==> src/design/wimc_pkg.sv <==
package wimc_pkg;

    localparam int RECT_W = 64;
    localparam int COORD_W = 16;
    localparam int PIXEL_W = 15;
    localparam int SLOT_W = 4;
    localparam int COUNT_W = 5;
    localparam int BORDER_W = 8;
    localparam int WORD_W = 32;
    localparam int ID_SHIFT = 8;

    localparam logic OP_LOAD = 1'b0;
    localparam logic OP_CLASSIFY = 1'b1;

    localparam logic CFG_WINDOW_COUNT = 1'b0;
    localparam logic CFG_BORDER_WIDTH = 1'b1;

    localparam logic [COUNT_W-1:0] WINDOW_COUNT_RESET = 5'd0;
    localparam logic [BORDER_W-1:0] BORDER_WIDTH_RESET = 8'd4;

    localparam logic [WORD_W-1:0] FLAG_WINDOW = 32'd1;
    localparam logic [WORD_W-1:0] FLAG_BORDER = 32'd2;

    typedef struct packed {
        logic                  is_load;
        logic [SLOT_W-1:0]     slot;
        logic [RECT_W-1:0]     rect;
        logic [PIXEL_W-1:0]    px;
        logic [PIXEL_W-1:0]    py;
    } cmd_t;

    typedef struct packed {
        logic [COUNT_W-1:0]  window_count;
        logic [BORDER_W-1:0] border_width;
    } cfg_t;

endpackage

==> src/design/wimc_req_if.sv <==
interface wimc_req_if;
    logic               valid;
    logic               ready;
    logic               op;
    logic [3:0]         window_index;
    logic signed [15:0] win_min_x;
    logic signed [15:0] win_min_y;
    logic signed [15:0] win_max_x;
    logic signed [15:0] win_max_y;
    logic [14:0]        pixel_x;
    logic [14:0]        pixel_y;

    modport source (
        output valid, op, window_index, win_min_x, win_min_y, win_max_x, win_max_y,
               pixel_x, pixel_y,
        input  ready
    );

    modport sink (
        input  valid, op, window_index, win_min_x, win_min_y, win_max_x, win_max_y,
               pixel_x, pixel_y,
        output ready
    );
endinterface

==> src/design/wimc_rsp_if.sv <==
interface wimc_rsp_if;
    logic        valid;
    logic        ready;
    logic [31:0] info_word;
    logic        in_window;
    logic        on_border;

    modport source (
        output valid, info_word, in_window, on_border,
        input  ready
    );

    modport sink (
        input  valid, info_word, in_window, on_border,
        output ready
    );
endinterface

==> src/design/wimc_ram.sv <==
module wimc_ram #(
    parameter int WIDTH = 64,
    parameter int DEPTH = 16
) (
    input  logic                                   clk,
    input  logic                                   we,
    input  logic [(DEPTH > 1 ? $clog2(DEPTH) : 1)-1:0] waddr,
    input  logic [WIDTH-1:0]                       wdata,
    input  logic [(DEPTH > 1 ? $clog2(DEPTH) : 1)-1:0] raddr,
    output logic [WIDTH-1:0]                       rdata
);

    logic [WIDTH-1:0] mem [DEPTH];
    logic [WIDTH-1:0] rdata_reg;

    always_ff @(posedge clk)
    begin
        if (we)
        begin
            mem[waddr] <= wdata;
        end
        rdata_reg <= mem[raddr];
    end

    assign rdata = rdata_reg;

endmodule

==> src/design/wimc_front.sv <==
module wimc_front (
    input  logic          clk,
    input  logic          rst_n,
    wimc_req_if.sink      request,
    output wimc_pkg::cmd_t cmd,
    output logic          cmd_valid,
    input  logic          cmd_pop
);

    import wimc_pkg::*;

    cmd_t        entry_reg [2];
    logic        wr_ptr_reg;
    logic        wr_ptr_next;
    logic        rd_ptr_reg;
    logic        rd_ptr_next;
    logic [1:0]  count_reg;
    logic [1:0]  count_next;
    logic        push;
    logic        pop;
    cmd_t        incoming;

    assign request.ready = (count_reg != 2'd2);
    assign push = request.valid && request.ready;
    assign pop = cmd_pop && cmd_valid;
    assign cmd_valid = (count_reg != 2'd0);
    assign cmd = entry_reg[rd_ptr_reg];

    always_comb
    begin
        incoming.is_load = (request.op == OP_LOAD);
        incoming.slot = request.window_index;
        incoming.rect = {request.win_min_x, request.win_min_y,
                         request.win_max_x, request.win_max_y};
        incoming.px = request.pixel_x;
        incoming.py = request.pixel_y;
    end

    always_comb
    begin
        wr_ptr_next = push ? ~wr_ptr_reg : wr_ptr_reg;
        rd_ptr_next = pop ? ~rd_ptr_reg : rd_ptr_reg;
        count_next = count_reg;
        if (push && !pop)
        begin
            count_next = count_reg + 2'd1;
        end
        else if (pop && !push)
        begin
            count_next = count_reg - 2'd1;
        end
    end

    always_ff @(posedge clk or negedge rst_n)
    begin
        if (!rst_n)
        begin
            wr_ptr_reg <= 1'b0;
            rd_ptr_reg <= 1'b0;
            count_reg <= 2'd0;
        end
        else
        begin
            wr_ptr_reg <= wr_ptr_next;
            rd_ptr_reg <= rd_ptr_next;
            count_reg <= count_next;
        end
    end

    always_ff @(posedge clk)
    begin
        if (push)
        begin
            entry_reg[wr_ptr_reg] <= incoming;
        end
    end

endmodule

==> src/design/wimc_back.sv <==
module wimc_back #(
    parameter int MAX_WINDOWS = 16
) (
    input  logic           clk,
    input  logic           rst_n,
    input  wimc_pkg::cmd_t cmd,
    input  logic           cmd_valid,
    output logic           cmd_pop,
    input  wimc_pkg::cfg_t cfg,
    wimc_rsp_if.source     response
);

    import wimc_pkg::*;

    localparam int AW = (MAX_WINDOWS > 1) ? $clog2(MAX_WINDOWS) : 1;
    localparam int CNTW = $clog2(MAX_WINDOWS + 1) + COUNT_W;
    localparam logic [1:0] S_IDLE = 2'd0;
    localparam logic [1:0] S_CHECK = 2'd1;

    logic [1:0]          state_reg;
    logic [1:0]          state_next;
    logic [AW-1:0]       idx_reg;
    logic [AW-1:0]       idx_next;
    logic [PIXEL_W-1:0]  px_reg;
    logic [PIXEL_W-1:0]  px_next;
    logic [PIXEL_W-1:0]  py_reg;
    logic [PIXEL_W-1:0]  py_next;
    logic                out_valid_reg;
    logic                out_valid_next;
    logic [WORD_W-1:0]   out_word_reg;
    logic [WORD_W-1:0]   out_word_next;

    logic                ram_we;
    logic [AW-1:0]       ram_waddr;
    logic [AW-1:0]       ram_raddr;
    logic [RECT_W-1:0]   ram_rdata;
    logic [CNTW-1:0]     slot_ext;
    logic                slot_ok;
    logic [CNTW-1:0]     count_ext;
    logic [CNTW-1:0]     n_sat;
    logic                n_zero;
    logic                last;
    logic                out_free;
    logic                load_out;
    logic [WORD_W-1:0]   word_new;

    logic signed [17:0]  x0;
    logic signed [17:0]  y0;
    logic signed [17:0]  x1;
    logic signed [17:0]  y1;
    logic signed [17:0]  pxs;
    logic signed [17:0]  pys;
    logic signed [17:0]  bws;
    logic signed [17:0]  id;
    logic [WORD_W-1:0]   id_word;
    logic                hit;
    logic                border;
    logic [WORD_W-1:0]   hit_word;

    assign slot_ext = CNTW'(cmd.slot);
    assign slot_ok = (slot_ext < CNTW'(MAX_WINDOWS));
    assign ram_waddr = slot_ext[AW-1:0];
    assign count_ext = CNTW'(cfg.window_count);
    assign n_sat = (count_ext > CNTW'(MAX_WINDOWS)) ? CNTW'(MAX_WINDOWS) : count_ext;
    assign n_zero = (n_sat == '0);
    assign last = ((CNTW'(idx_reg) + CNTW'(1)) == n_sat);
    assign out_free = !out_valid_reg || response.ready;

    assign x0 = 18'(signed'(ram_rdata[63:48]));
    assign y0 = 18'(signed'(ram_rdata[47:32]));
    assign x1 = 18'(signed'(ram_rdata[31:16]));
    assign y1 = 18'(signed'(ram_rdata[15:0]));
    assign pxs = signed'(18'(px_reg));
    assign pys = signed'(18'(py_reg));
    assign bws = signed'(18'(cfg.border_width));
    assign id = x0 + y0 + x1 + y1;
    assign id_word = WORD_W'(id);
    assign hit = (pxs >= x0) && (pxs < x1) && (pys >= y0) && (pys < y1);
    assign border = (pxs < x0 + bws) || (pxs >= x1 - bws) ||
                    (pys < y0 + bws) || (pys >= y1 - bws);
    assign hit_word = (id_word << ID_SHIFT) | FLAG_WINDOW | (border ? FLAG_BORDER : '0);

    always_comb
    begin
        state_next = state_reg;
        idx_next = idx_reg;
        px_next = px_reg;
        py_next = py_reg;
        ram_raddr = idx_reg;
        ram_we = 1'b0;
        cmd_pop = 1'b0;
        load_out = 1'b0;
        word_new = '0;
        unique case (state_reg)
            S_IDLE:
            begin
                ram_raddr = '0;
                if (cmd_valid)
                begin
                    if (cmd.is_load)
                    begin
                        ram_we = slot_ok;
                        cmd_pop = 1'b1;
                    end
                    else if (n_zero)
                    begin
                        if (out_free)
                        begin
                            load_out = 1'b1;
                            word_new = FLAG_WINDOW;
                            cmd_pop = 1'b1;
                        end
                    end
                    else
                    begin
                        cmd_pop = 1'b1;
                        px_next = cmd.px;
                        py_next = cmd.py;
                        idx_next = '0;
                        state_next = S_CHECK;
                    end
                end
            end
            S_CHECK:
            begin
                if (hit)
                begin
                    if (out_free)
                    begin
                        load_out = 1'b1;
                        word_new = hit_word;
                        state_next = S_IDLE;
                    end
                end
                else if (last)
                begin
                    if (out_free)
                    begin
                        load_out = 1'b1;
                        word_new = '0;
                        state_next = S_IDLE;
                    end
                end
                else
                begin
                    idx_next = idx_reg + AW'(1);
                    ram_raddr = idx_next;
                end
            end
            default:
            begin
                state_next = S_IDLE;
            end
        endcase
    end

    always_comb
    begin
        out_valid_next = out_valid_reg;
        out_word_next = out_word_reg;
        if (load_out)
        begin
            out_valid_next = 1'b1;
            out_word_next = word_new;
        end
        else if (response.ready)
        begin
            out_valid_next = 1'b0;
        end
    end

    always_ff @(posedge clk or negedge rst_n)
    begin
        if (!rst_n)
        begin
            state_reg <= S_IDLE;
            out_valid_reg <= 1'b0;
        end
        else
        begin
            state_reg <= state_next;
            out_valid_reg <= out_valid_next;
        end
    end

    always_ff @(posedge clk)
    begin
        idx_reg <= idx_next;
        px_reg <= px_next;
        py_reg <= py_next;
        out_word_reg <= out_word_next;
    end

    wimc_ram #(
        .WIDTH(RECT_W),
        .DEPTH(MAX_WINDOWS)
    ) u_rect_ram (
        .clk(clk),
        .we(ram_we),
        .waddr(ram_waddr),
        .wdata(cmd.rect),
        .raddr(ram_raddr),
        .rdata(ram_rdata)
    );

    assign response.valid = out_valid_reg;
    assign response.info_word = out_word_reg;
    assign response.in_window = out_word_reg[0];
    assign response.on_border = out_word_reg[1];

endmodule

==> src/design/window_id_map_classifier_unit.sv <==
// A load item is popped by the back end as soon as it is idle, so a load can be accepted
// every cycle while the queue is not full. A classify item reads one slot per cycle and
// stops at the first hit: with n = min(window_count, MAX_WINDOWS) it stops after slot
// n - 1 at the latest, and it reads no slot when n is zero.
// Reset clears the queue, the output valid flag and the configuration registers
// (window_count 0, border_width 4); the slot memory is not cleared.
module window_id_map_classifier_unit #(
    parameter int MAX_WINDOWS = 16
) (
    input  logic        clk,
    input  logic        rst_n,
    wimc_req_if.sink    request,
    wimc_rsp_if.source  response,
    input  logic        cfg_wr_en,
    input  logic        cfg_index,
    input  logic [7:0]  cfg_data
);

    import wimc_pkg::*;

    cfg_t cfg_reg;
    cfg_t cfg_next;
    cmd_t cmd;
    logic cmd_valid;
    logic cmd_pop;

    always_comb
    begin
        cfg_next = cfg_reg;
        if (cfg_wr_en)
        begin
            unique case (cfg_index)
                CFG_WINDOW_COUNT: cfg_next.window_count = cfg_data[COUNT_W-1:0];
                CFG_BORDER_WIDTH: cfg_next.border_width = cfg_data;
                default: cfg_next = cfg_reg;
            endcase
        end
    end

    always_ff @(posedge clk or negedge rst_n)
    begin
        if (!rst_n)
        begin
            cfg_reg.window_count <= WINDOW_COUNT_RESET;
            cfg_reg.border_width <= BORDER_WIDTH_RESET;
        end
        else
        begin
            cfg_reg <= cfg_next;
        end
    end

    wimc_front u_front (
        .clk(clk),
        .rst_n(rst_n),
        .request(request),
        .cmd(cmd),
        .cmd_valid(cmd_valid),
        .cmd_pop(cmd_pop)
    );

    wimc_back #(
        .MAX_WINDOWS(MAX_WINDOWS)
    ) u_back (
        .clk(clk),
        .rst_n(rst_n),
        .cmd(cmd),
        .cmd_valid(cmd_valid),
        .cmd_pop(cmd_pop),
        .cfg(cfg_reg),
        .response(response)
    );

endmodule

==> src/flat_wrapper.sv <==
// flat-port wrapper written by rule: the top's interface ports become plain ports
module window_id_map_classifier_unit_flat import wimc_pkg::*;
#(
    parameter int MAX_WINDOWS = 16
)
  (clk, rst_n, cfg_wr_en, cfg_index, cfg_data, request_valid, request_op, request_window_index, request_win_min_x, request_win_min_y, request_win_max_x, request_win_max_y, request_pixel_x, request_pixel_y, request_ready, response_valid, response_info_word, response_in_window, response_on_border, response_ready);
  wimc_req_if request_i ();
  wimc_rsp_if response_i ();
  input  logic clk;
  input  logic rst_n;
  input  logic cfg_wr_en;
  input  logic cfg_index;
  input  logic [7:0] cfg_data;
  input wire logic [$bits(request_i.valid)-1:0] request_valid;
  input wire logic [$bits(request_i.op)-1:0] request_op;
  input wire logic [$bits(request_i.window_index)-1:0] request_window_index;
  input wire logic [$bits(request_i.win_min_x)-1:0] request_win_min_x;
  input wire logic [$bits(request_i.win_min_y)-1:0] request_win_min_y;
  input wire logic [$bits(request_i.win_max_x)-1:0] request_win_max_x;
  input wire logic [$bits(request_i.win_max_y)-1:0] request_win_max_y;
  input wire logic [$bits(request_i.pixel_x)-1:0] request_pixel_x;
  input wire logic [$bits(request_i.pixel_y)-1:0] request_pixel_y;
  output wire logic [$bits(request_i.ready)-1:0] request_ready;
  output wire logic [$bits(response_i.valid)-1:0] response_valid;
  output wire logic [$bits(response_i.info_word)-1:0] response_info_word;
  output wire logic [$bits(response_i.in_window)-1:0] response_in_window;
  output wire logic [$bits(response_i.on_border)-1:0] response_on_border;
  input wire logic [$bits(response_i.ready)-1:0] response_ready;
  assign request_i.valid = request_valid;
  assign request_i.op = request_op;
  assign request_i.window_index = request_window_index;
  assign request_i.win_min_x = request_win_min_x;
  assign request_i.win_min_y = request_win_min_y;
  assign request_i.win_max_x = request_win_max_x;
  assign request_i.win_max_y = request_win_max_y;
  assign request_i.pixel_x = request_pixel_x;
  assign request_i.pixel_y = request_pixel_y;
  assign request_ready = request_i.ready;
  assign response_valid = response_i.valid;
  assign response_info_word = response_i.info_word;
  assign response_in_window = response_i.in_window;
  assign response_on_border = response_i.on_border;
  assign response_i.ready = response_ready;
  window_id_map_classifier_unit #(.MAX_WINDOWS(MAX_WINDOWS)) u_core (.clk(clk), .rst_n(rst_n), .request(request_i), .response(response_i), .cfg_wr_en(cfg_wr_en), .cfg_index(cfg_index), .cfg_data(cfg_data));
endmodule
==> config.mk <==
export PLATFORM = sky130hd
export DESIGN_NAME = window_id_map_classifier_unit_flat
export DESIGN_NICKNAME = d
export VERILOG_FILES = /design/src/design/wimc_pkg.sv /design/src/design/wimc_req_if.sv /design/src/design/wimc_rsp_if.sv /design/src/design/wimc_ram.sv /design/src/design/wimc_front.sv /design/src/design/wimc_back.sv /design/src/design/window_id_map_classifier_unit.sv /design/src/flat_wrapper.sv
export SDC_FILE = /design/constraint.sdc
export NUM_CORES = 2
export LEC_CHECK = 0
export BUFFER_PORTS_ARGS = -buffer_cell sky130_fd_sc_hd__buf_2
export CELL_PAD_IN_SITES_DETAIL_PLACEMENT = 2
export CELL_PAD_IN_SITES_GLOBAL_PLACEMENT = 2
export CORE_MARGIN = 8
export CORE_UTILIZATION = 48
export DETAILED_ROUTE_END_ITERATION = 12
export HOLD_SLACK_MARGIN = 0.05
export PLACE_DENSITY = 0.86
export REMOVE_ABC_BUFFERS = 1
export SYNTH_ARGS = -nofsm -noshare
export SYNTH_HDL_FRONTEND = slang
export SYNTH_SLANG_ARGS = --single-unit
==> constraint.sdc <==
create_clock -name clk -period 15.61 [get_ports clk]
set_clock_uncertainty 0.2 [all_clocks]
set_input_delay 1.561 -clock clk [delete_from_list [all_inputs] [get_ports clk]]
set_output_delay 1.561 -clock clk [all_outputs]
set_load 0.005 [all_outputs]
# After elaboration in Yosys (flattened, before gate mapping)
# Memories as Yosys holds them, arrays and structs flattened. A register that Yosys moved wholly into a read port is not among the register bits.
# Cells that the tools add are included.
# word_totals
ff_bits,86
latchBits,0
mem_bits_rw,1222
mem_bits_ro,0
in_bits,113
out_inout_bits,36
wordCells,118
n_memories,2
# op_classes
n_addsub,11
n_mul,0
div,0
order_cmp,10
eq_ne,7
n_shift,0
muxes,45
bitwise_logic,7
n_reduce_logical,25
# mem_list
name,depth,width,read_ports,rd_clocked_by_memory_dff,wr,line,source
u_core.u_back.u_rect_ram.mem,16,64,1,1,1,wimc_ram.sv:13,logic [WIDTH-1:0] mem [DEPTH];
u_core.u_front.entry_reg,2,99,1,0,1,wimc_front.sv:12,cmd_t entry_reg [2];
# ops
cell,count
$mux 32,2
$pmux 32 s2,1
$add 16x9->17,2
$ge 16x17->1,2
$lt 16x17->1,2
$sub 16x9->17,2
$ge 16x16->1,2
$lt 16x16->1,2
$or 32x2->32,1
$mux 1,23
$mux 4,5
$add 17x16->18,1
$add 18x16->18,1
$mux 2,9
$add 16x16->17,1
$pmux 4 s2,2
$reduce_and 4->1,3
$logic_not 10->1,1
$reduce_bool 2->1,4
$logic_and 1x1->1,7
$ne 2x2->1 const B,3
$not 1->1,6
$add 4x1->5 const B,1
$eq 5x5->1,1
other kinds (15),21

# Depth between registers and ports, before layout
# depth
ltp_word,11
depth_mapped,22
depth_no_buf,22

# Hierarchy
# Synthesis repeated with hierarchy kept, for this count alone.
# unflattened
cells_unflattened,2893
hier_area_um2,56106.3
# by_module_without_submodules
mod,n_inst,cells_each,area_each_um2,seq_area_each_um2
wimc_ram,1,1647,39581.7,32030.7
wimc_back,1,891,8185.4,1671.6
wimc_front,1,327,7841.3,6045.8
window_id_map_classifier_unit,1,28,498.0,326.6

# Worst setup path before layout
# Ideal clock, no wire load.
# synth_path
path_type,input -> register
from,input request_valid
to,"memory u_core.u_front.entry_reg[0][0] (netlist bit), enable pin"
setup_time_ns,0.557
arrival_time_ns,5.771
required_time_ns,14.853
setup_slack_ns,9.081
cell_stages,2
n_path_buf,0
path_cell_list,nand2_1 > nor2_1
# synth_between
elab_chain_len,3
# synth_rtl
element,line,source
"start, declared",flat_wrapper.sv:14,input wire logic [$bits(request_i.valid)-1:0] request_valid;
$logic_and 1x1->1,wimc_front.sv:24,assign push = request.valid && request.ready;
$mux 1,wimc_front.sv:72,if (push)
$mux 1 (implied by the code),wimc_front.sv:74,entry_reg[wr_ptr_reg] <= incoming;
"end, declared",wimc_front.sv:12,
# Every way passes these cells.

# Worst setup path in the final report
# layout_path
from,register u_core.u_back.px_reg[0]
to,"register u_core.u_back.u_rect_ram.rdata_reg[24], in the netlist u_core.u_back.u_rect_ram.rdata[24] (read register of u_core.u_back.u_rect_ram.mem)"
# layout_between
elab_chain_len,6
elab_cells_between_ends,7
classes_between,order compare: 2; mux: 2; reduce/logical: 3
# layout_rtl
element,line,source
"start, declared",wimc_back.sv:24,logic [PIXEL_W-1:0] px_reg;
"start signal, assigned",wimc_back.sv:189,px_reg <= px_next;
$ge 16x16->1 or $lt 16x16->1 (tied branches),wimc_back.sv:78,assign hit = (pxs >= x0) && (pxs < x1) && (pys >= y0) && (pys < y1);
$logic_and 1x1->1 * (3 in a row),wimc_back.sv:78,
$mux 4 *,--,
$pmux 4 s2 *,wimc_back.sv:94,unique case (state_reg)
"end, declared",wimc_ram.sv:14,logic [WIDTH-1:0] rdata_reg;
# Mark *: on every way between the ends. The rest lies on a longest branch, timed or not.
# A chain may end at the register's enable or synchronous reset.

==> results.toml <==
[global_route]
grt_pass1_wl_um = 302000
grt_max_degree = 130
track_usage_pct = 33.0
antenna_found_initial = 12
grt_pass1_vias = 37000
grt-ovfl-total = 0

[clock_tree]
cts_tree = "done"
clockRootBuffer = "clkbuf_16"
post_cts_buffers = 0
ctsLongestPathBuffers = 3
cts_buffers = 146
clock_latency_ns = 0.78
htreeDepth = 4
post_cts_resized = 0
clkTransAtPathRegs_ns = 0.07
cts_hold_buffers = 0
cts_sinks = 1359

[placed_design]
portBuffers = 142
dpl_cell_area_um2 = 59100
globalplace.congestion = 0.845
dp_hpwl_um = 124000

[drt]
drtPass1Iterations = 5
routed_via_density = 6.87
drt-total-wl_um = 219000
vias = 34200
wire_per_inst_um = 43.9
drtAntennaViolNets = 0
drt_drc_violations_left = 0
drt_iter0_drc = 4058

[synthesis]
synth_edf_count = 1276
post-synth-top-area-fraction_pct = 67.7
ys_seq_area_share_pct = 70.8
yosys.area.top_type = "edfxtp_1"
synth-seq-cells = 1359
synth.avg_cell_area_um2 = 18.3
synthTopCellsByCount = "1276 x edfxtp_1, 259 x mux2i_1, 235 x mux2_2"
synth.most_common_cell = "edfxtp_1"
ys_async_sr_fraction_pct = 1.40
ys_warn_count = 0
synthesis.area_um2 = 56600
netlist_instances = 3093
synth_flop_cell = "edfxtp_1"
synth_cell_types = 77
ys_top_cells_by_area = "edfxtp_1 68%, mux4_2 5.1%, mux2_2 4.7%"

[finish]
largest_register_ff_count = 1024
drive_gt1_share_pct = 23.5
final_nets = 3634
syn_to_final_growth_pct = 12.5
post-route-util_pct = 54.2
stdcell_area_um2 = 63700

[critical_path]
end_kind = "flop"
critPathMostFrequentCell = "buf_4"
r2r-start = "u_core.u_back.px_reg[0]$_DFFE_PP_"
start_kind = "flop"
r2r_end = "u_core.u_back.u_rect_ram.rdata[24]$_DFF_P_"
required_ns = 15.98
crit_slowest_cell = "a2111oi_0"
crit_type = "reg2reg"
crit_path_end = "u_core.u_back.u_rect_ram.rdata[24]$_DFF_P_"
worstPathCellList = "inv_1 -> ha_1 -> nand2b_1 -> a2111oi_0 -> nor4_1 -> o41ai_1 -> nand2_1 -> a32o_1 -> nor3_4 -> buf_4 -> buf_12 -> buf_4 -> mux4_2 -> a22oi_1 -> o221ai_1"
r2r_cells = 15
startpoint = "u_core.u_back.px_reg[0]$_DFFE_PP_"
worst_ep_arrival_time_ns = 7.87
critPathMaxFanout = 99
slowest_delay_ns = 1.06
rrSetupSlack_ns = 8.11

[timing]
maxSlewViolCount = 0
layout_worst_path_cycle_share_pct = 48.1
setup_viol = 0
fin_crit_ns = 7.50
tightest_slew_ns = 1.35
finalHoldViolCount = 0
max_freq_ghz = 0.133
rsz0062_at_grt = "no"
whs_ns = 0.334
relSlewSlack_pct = 9.81

[die]
row_count = 126
die-area_um2 = 129000
boundaryPins = 149
start_util_pct = 48.1
chipWidth_um = 359
core_area_um2 = 118000
die_y_um = 359

[run_status]
status = "completed"

[hold_path]
hp-start = "u_core.u_front.count_reg[1]$_DFFE_PN0P_"
hp-class = "reg2reg"

[job]
maxCapViolCount = 0
critical path, delay by kind of cell (launching register included):
kind | cells | cell delay, ns
AO/OA/AOI/OAI | 5 | 2.60
buffers and inverters | 4 | 2.16
AND/OR/NAND/NOR | 4 | 0.79
multiplexers | 1 | 0.63
flip-flops | 1 | 0.48
adder cells (fa/ha/maj) | 1 | 0.26
worst min-delay path by stage:
stage,to,slack (ns),cells after the start
after CTS,u_core.u_front.count_reg[1]$_DFFE_PN0P_,0.33,1
after global placement,u_core.u_front.count_reg[1]$_DFFE_PN0P_,0.31,1
final,u_core.u_front.count_reg[1]$_DFFE_PN0P_,0.33,1
after global routing,u_core.u_front.count_reg[1]$_DFFE_PN0P_,0.35,1
after detailed placement,u_core.u_front.count_reg[1]$_DFFE_PN0P_,0.31,1
after floorplan,u_core.u_front.wr_ptr_reg$_DFFE_PN0P_,0.26,1
layout make-up:
cell class	count	area [µm²]
fill	10100	53900
sequential	1359	40100
multi-input combinational	1508	15600
clock buffer	200	4140
tap	1536	1920
timing repair buffer	195	1150
clock inverter	65	428
inverter	107	402
antenna	5	12.5
placed cells by master, fill, tap and decap left out, types with 20 or more instances in the layout:
cell type,netlist,final
fa_1,37,37
ha_1,167,167
clkinv_1,0,24
a21o_1,25,25
nor2b_1,21,21
a22oi_1,66,66
clkbuf_1,63,32
clkbuf_16,0,152
mux2i_1,259,258
mux2_2,235,235
a21oi_1,41,41
o21ai_0,49,49
buf_4,24,50
buf_2,10,142
o221ai_1,64,64
nand2_1,54,53
inv_1,104,104
nand3_1,23,23
nor3_1,20,20
clkinv_2,0,27
edfxtp_1,1276,1276
mux4_2,128,128
nor2_1,70,51
dfxtp_1,64,64
xnor2_1,58,58
kinds of logic after synthesis:
family / Yosys count / share of synthesized area [%]
buf+inv: 231 / 2.10
compound gates: 334 / 4.23
xor+xnor: 73 / 1.14
mux: 622 / 14.3
fa+ha+maj: 204 / 5.00
simple gates: 269 / 2.41
other cells: 1 / 0.00662
flops: 1359 / 70.8
metrics by stage:
step	setup TNS, ns	setup WS [ns]	std cells
after CTS	0	8.22	4970
after global placement	0	9.45	4705
after floorplan	-136.65	-2.15	2974
final	0	8.11	4975
after detailed placement	0	8.71	4705
after global routing	0	8.08	4971
routing by layer:
layer  GRT usage, %  up-vias  share of wire, %  wire length, µm
met2           54.6     2473                48           105000
met4           20.2       10               7.5            16400
met1           39.5    18000                36            78700
met5              0        -             0.029               63
li1               -    12800                 -                -
met3           7.25      900               8.4            18300
Power is not shown: default switching activity piles up to over one toggle a cycle in this logic, so the estimate is an artifact.
